[src/rtl/dacl_pkg.sv]
// Shared types, constants and control structs for the DACL access checker.
// No dependencies; every other rtl file refers to this package by scoped name.
package dacl_pkg;

    localparam int TOKEN_SIDS = 16;
    localparam int MAX_ACES   = 64;

    localparam int SID_W  = 64;
    localparam int MASK_W = 32;

    localparam int TOK_CNT_W = $clog2(TOKEN_SIDS + 1);
    localparam int TOK_IDX_W = (TOKEN_SIDS > 1) ? $clog2(TOKEN_SIDS) : 1;
    localparam int ACE_CNT_W = $clog2(MAX_ACES + 1);
    localparam int ACE_IDX_W = (MAX_ACES > 1) ? $clog2(MAX_ACES) : 1;

    localparam logic [MASK_W-1:0] MASK_MAX_ALLOWED  = 32'h0200_0000;
    localparam logic [MASK_W-1:0] MASK_DELETE       = 32'h0001_0000;
    localparam logic [MASK_W-1:0] MASK_READ_CONTROL = 32'h0002_0000;
    localparam logic [MASK_W-1:0] MASK_WRITE_DAC    = 32'h0004_0000;
    localparam logic [MASK_W-1:0] MASK_OWNER        = MASK_WRITE_DAC | MASK_READ_CONTROL;
    localparam int                MAX_ALLOWED_BIT   = 25;

    typedef enum logic [1:0] {
        REQ_ADD_SID = 2'd0,
        REQ_ADD_ACE = 2'd1,
        REQ_CHECK   = 2'd2,
        REQ_CLEAR   = 2'd3
    } t_req;

    typedef enum logic [1:0] {
        KIND_ALLOWED    = 2'd0,
        KIND_DENIED     = 2'd1,
        KIND_DENIED_OBJ = 2'd2,
        KIND_OTHER      = 2'd3
    } t_kind;

    typedef enum logic [1:0] {
        ST_OK     = 2'd0,
        ST_DENIED = 2'd1,
        ST_FULL   = 2'd2
    } t_status;

    typedef struct packed {
        t_kind              kind;
        logic               inherit_only;
        logic [MASK_W-1:0]  mask;
        logic [SID_W-1:0]   trustee;
    } t_ace;

    typedef enum logic [2:0] {
        S_IDLE,
        S_DECODE,
        S_LOAD,
        S_PASS1,
        S_EXPAND,
        S_PASS2,
        S_FINISH
    } t_state;

    typedef enum logic {
        PASS_GRANT,
        PASS_CHECK
    } t_pass;

    // controller -> datapath
    typedef struct packed {
        logic  latch;
        logic  prep;
        logic  load;
        logic  pass_init;
        logic  pass_run;
        t_pass pass_sel;
        logic  expand;
        logic  finish;
    } t_dp_cmd;

    // datapath -> controller
    typedef struct packed {
        logic is_check;
        logic need_pass1;
        logic need_pass2;
        logic pass_done;
    } t_dp_sts;

endpackage

[src/rtl/dacl_ctrl.sv]
// Sequencer for the DACL checker: decode, load, up to two ACE walks, finish.
// Depends on dacl_pkg for state, command and status types.
module dacl_ctrl (
    input  logic              i_clk,
    input  logic              i_rst_n,
    input  logic              start,
    input  dacl_pkg::t_dp_sts i_sts,
    output dacl_pkg::t_dp_cmd o_cmd,
    output logic              busy
);

    dacl_pkg::t_state r_state;
    dacl_pkg::t_state n_state;

    always_ff @(posedge i_clk) begin
        if (!i_rst_n) begin
            r_state <= dacl_pkg::S_IDLE;
        end else begin
            r_state <= n_state;
        end
    end

    always_comb begin
        n_state = r_state;
        unique case (r_state)
            dacl_pkg::S_IDLE: begin
                if (start) n_state = dacl_pkg::S_DECODE;
            end
            dacl_pkg::S_DECODE: begin
                if (!i_sts.is_check)       n_state = dacl_pkg::S_LOAD;
                else if (i_sts.need_pass1) n_state = dacl_pkg::S_PASS1;
                else                       n_state = dacl_pkg::S_EXPAND;
            end
            dacl_pkg::S_LOAD: begin
                n_state = dacl_pkg::S_IDLE;
            end
            dacl_pkg::S_PASS1: begin
                if (i_sts.pass_done) n_state = dacl_pkg::S_EXPAND;
            end
            dacl_pkg::S_EXPAND: begin
                n_state = i_sts.need_pass2 ? dacl_pkg::S_PASS2 : dacl_pkg::S_FINISH;
            end
            dacl_pkg::S_PASS2: begin
                if (i_sts.pass_done) n_state = dacl_pkg::S_FINISH;
            end
            dacl_pkg::S_FINISH: begin
                n_state = dacl_pkg::S_IDLE;
            end
            default: n_state = dacl_pkg::S_IDLE;
        endcase
    end

    always_comb begin
        o_cmd          = '0;
        o_cmd.pass_sel = dacl_pkg::PASS_GRANT;
        busy           = 1'b1;
        unique case (r_state)
            dacl_pkg::S_IDLE: begin
                busy        = 1'b0;
                o_cmd.latch = start;
            end
            dacl_pkg::S_DECODE: begin
                o_cmd.prep      = 1'b1;
                o_cmd.pass_init = 1'b1;
            end
            dacl_pkg::S_LOAD: begin
                o_cmd.load   = 1'b1;
                o_cmd.finish = 1'b1;
            end
            dacl_pkg::S_PASS1: begin
                o_cmd.pass_run = 1'b1;
            end
            dacl_pkg::S_EXPAND: begin
                o_cmd.expand    = 1'b1;
                o_cmd.pass_init = 1'b1;
            end
            dacl_pkg::S_PASS2: begin
                o_cmd.pass_run = 1'b1;
                o_cmd.pass_sel = dacl_pkg::PASS_CHECK;
            end
            dacl_pkg::S_FINISH: begin
                o_cmd.finish = 1'b1;
            end
            default: busy = 1'b1;
        endcase
    end

endmodule

[config.mk]
export PLATFORM = sky130hd
export DESIGN_NAME = dacl_ctrl
export DESIGN_NICKNAME = d
export VERILOG_FILES = /design/src/rtl/dacl_pkg.sv /design/src/rtl/dacl_ctrl.sv
export SDC_FILE = /design/constraint.sdc
export NUM_CORES = 1
export LEC_CHECK = 0
export BUFFER_PORTS_ARGS = -buffer_cell sky130_fd_sc_hd__buf_2
export CAP_MARGIN = 40
export CORE_AREA = 2 2 39 41
export DETAILED_ROUTE_END_ITERATION = 8
export DIE_AREA = 0 0 41 43
export PLACE_DENSITY = 0.49
export SETUP_SLACK_MARGIN = 0.15
export SLEW_MARGIN = 20
export SYNTH_ARGS = -nofsm -noshare
export SYNTH_HDL_FRONTEND = slang
export SYNTH_SLANG_ARGS = --single-unit
[constraint.sdc]
create_clock -name i_clk -period 1.67 [get_ports i_clk]
set_clock_uncertainty 0.15 [all_clocks]
set_input_delay 0.167 -clock i_clk [delete_from_list [all_inputs] [get_ports i_clk]]
set_output_delay 0.167 -clock i_clk [all_outputs]
set_load 0.03 [all_outputs]
======== Yosys cells after proc, flatten, opt, wreduce, memory -nomap -nowiden ========
Index checks and enable logic that the tools add are counted.
W data, S select, Z words.
cells by class
  reduce and logical (&&, ||, !) cells .... 5
  multiplexer cells ....................... 16
  equal/unequal tests ..................... 9
operators with widths
  operator              number
  $mux W3               5
  $pmux W3 S5           1
  $eq A3 B3 Y1 const B  3
  $mux W1               9
  $eq A3 B2 Y1 const B  2
  $ne A2 B2 Y1 const B  3
  $reduce_or A2 Y1      3
  $eq A3 B1 Y1 const B  1
  $logic_not A3 Y1      1
  $reduce_and A3 Y1     1
  $mux W2               1
word-level totals
  bits of input ports ..................... 7
  register bits after elaboration ......... 3
  output and inout port bits .............. 9
  logic and storage cells ................. 31

======== Logic depth before layout (Yosys ltp) ========
  depth in word-level cells ............... 3
  gate-level depth with buffers ........... 4
  mapped depth without buffers ............ 3

======== Worst setup path before layout ========
Ideal clock, no wire load.
  path type ............................... flip-flop to output port
  from .................................... reg r_state[1]
  to ...................................... out o_cmd[7] (netlist bit)
  buffers on the path ..................... 1
  data arrival time ....................... 1.402 ns
  slack ................................... -0.049 ns
  stages on the path, launching flop included .. 4
  path through ............................ dfxtp_1 buf_6 or3_1 nor2_1
RTL lines
  element                 RTL line         text
  from (decl)             dacl_ctrl.sv:12  dacl_pkg::t_state r_state;
  from (signal assigned)  dacl_ctrl.sv:17  r_state <= dacl_pkg::S_IDLE;
  from (signal assigned)  dacl_ctrl.sv:19  r_state <= n_state;
  to (decl)               dacl_ctrl.sv:8   output dacl_pkg::t_dp_cmd o_cmd,

==> qor.yml <==
grt:
  antenna_found_initial: 0
  grt_pass1_vias: 304
  grt-ovfl-total: 0
  grt_max_degree: 14
  grt_pass1_wl_mm: 1.19
  grt_usage_pct: 10.1
detailed_routing:
  num_vias: 327
  drt-vias-per-instance: 4.54
  drc_errors: 0
  drtIter0Drc: 8
  routed_wl_um: 773
  wl_per_cell_um: 10.7
  ant_nets: 0
  firstDrtPassIters: 4
outcome:
  status: "complete, no violations"
clock_network:
  cts_buffers: 3
  cts_tree: "done"
  htreeDepth: 1
  clock_latency_ns: 0.24
  clk_pin_slew_ns: 0.04
  root_buffer: "clkbuf_4"
  cts.sinks: 3
  clockBufferDepth: 2
power:
  internal_power_mw: 0.247
  seqPwrFrac_pct: 22.7
  clockPowerShare_pct: 31.9
  power.density_nw_per_um2: 858
  leakage_nw: 0.215
  p_sw_mw: 0.160
  max-vdd-ir-drop_mv: 0.217
  pwr-share-comb_pct: 45.4
  switching_share_pct: 39.4
cells_and_area:
  nNetsFinal: 64
  largest-register: "r_state"
  syn_to_final_growth_pct: 53.4
  final_common_cell: "buf_2"
  top_regs: "r_state: 3 flops"
  largest_reg_flops: 3
  diodes: 0
  layout-drive-gt1-share_pct: 60.7
  final_cell_mix: "buf_2 (12), clkbuf_4 (4), inv_1 (3), buf_4 (3)"
  instances_no_fill: 72
worst_hold_path:
  hp-start: "i_rst_n"
  holdPathStages: 2
  whs_endpoint: "r_state[2]"
  hold_class: "in -> reg"
sta:
  setup_violations: 0
  rsz0062_at_grt: "true"
  holdWs_ns: 0.0531
  timing.fmax_mhz: 659
  hold_viol_final: 0
  period_needed_ns: 1.52
  slew_viol_final: 0
  period_share_pct: 90.8
  slew_headroom_pct: 80.4
  setup_ws_ns: 0.153
  tightest_slew_ns: 0.292
  finalSetupTns_ns: 0
setup_path:
  critPathKind: "reg -> out"
  timing.rr.end: "r_state[0]"
  worst_ep_required_time_ns: 1.35
  cp_slowest_cell: "or3_4"
  end_kind: "output pin"
  slowest_delay_ns: 0.38
  worst_r2r_path_depth: 4
  cp_data_arrival_time_ns: 1.20
  crit_path_max_fanout: 6
  worst_setup_path_start_kind: "flip-flop"
  r2r_slack_ns: 0.37
  r2r_start: "r_state[0]"
  cp_cell_sequence: "or3_4 -> nor2_4 -> buf_6"
die:
  die_x_um: 41
  dieArea_sq_um: 1760
  core-area_sq_um: 1380
  start_util_pct: 22.3
  fp-row-count: 14
  die_h_um: 43
  ios: 16
logic_synthesis:
  synth_seq_area_share_pct: 19.4
  syn_nets: 44
  yosysTopAreaCellShare_pct: 19.4
  yosysWarnings: 0
  syn-instance-count: 37
  synth_cell_type_count: 28
  synth.area.top_cells: "dfxtp_1 (19%), buf_6 (7.3%), a311oi_2 (4.9%)"
  ys_seq_elements: 3
  synth.avg_cell_area_sq_um: 8.35
  yosysTopAreaCell: "dfxtp_1"
  syn-cell-area_sq_um: 309
place:
  placed_cells: 66
  dp_slack_ns: 0.230
  portBuffers: 15
  dp_hpwl_um: 556
  gp_congestion: 0.691
job:
  drv_cap: 0
-- per-layer routing --
metal / GRT usage, % / share of wire [%]
met3: 1.57 / 4.9
met2: 14.7 / 50
met1: 12.5 / 43
met5: 0 / 0
met4: 8.00 / 1.8
-- worst max path at each step --
stage / cells past startpoint / endpoint / start
after floorplan: 2 / o_cmd[1] / r_state[0]
after global placement: 3 / o_cmd[7] / r_state[1]
after detailed placement: 3 / o_cmd[7] / r_state[1]
after CTS: 3 / o_cmd[7] / r_state[1]
after global routing: 3 / o_cmd[7] / r_state[1]
final: 3 / o_cmd[7] / r_state[1]
-- final cells by class --
type,count,area (sq um)
Fill cell,156,910
Multi-Input combinational cell,27,231
Timing Repair Buffer,18,113
Sequential cell,3,68.8
Clock buffer,4,26.3
Tap cell,16,20.0
Inverter,4,15.0
-- kinds of logic after synthesis --
family,share of synthesized area [%]
AOI/OAI and AO/OA,21.9
xor gates and xnor gates,5.67
buffers and inverters,13.8
DFF,19.4
and+or+nand+nor,39.3
-- stage by stage --
stage,area (sq um),total power [mW],util (%)
after CTS,457,0.404,33.0
final,474,0.407,34.3
after detailed placement,397,0.257,28.7
after floorplan,322,0.219,-
after global routing,474,0.440,34.3
after global placement,397,0.259,28.7
-- power groups by stage --
stage          logic, mW  clock network (mW)  registers [mW]
2_1_floorplan      0.133                   0          0.0856
3_3_place_gp       0.166                   0          0.0931
3_5_place_dp       0.165                   0          0.0924
4_1_cts            0.181               0.134          0.0898
5_1_grt            0.200               0.146          0.0936
6_report           0.185               0.130          0.0922
-- timing repair --
action | CTS | global route
pin swaps | 1 | 0
hold buffers | 0 | 0
buffers inserted | 2 | 0
gates resized for setup | 7 | 5
endpoints found under the setup margin | 8 | 6
-- cell usage after synthesis --
cell type	number
nor2b_1	1
a311oi_2	1
nand3b_1	1
xnor2_1	1
xor2_1	1
and3_1	2
a21oi_1	1
nand2b_1	1
or3_1	1
nand2_1	1
nor4b_2	1
o2111ai_2	1
nor3_1	2
inv_2	1
or3_4	1
a21boi_0	1
dfxtp_1	3
o21ai_2	1
nor3b_1	1
nor2_1	3
and2_1	1
nand4b_1	1
and4_1	1
inv_1	3
a311oi_1	1
buf_6	2
buf_2	1
o21a_1	1
-- critical path: cells and delay by family (launching register included) --
kind / cells / cell delay [ns]
buffers and inverters: 1 / 0.13
flip-flops: 1 / 0.36
AND/OR/NAND/NOR: 2 / 0.47
(Power assumes the default switching activity.)
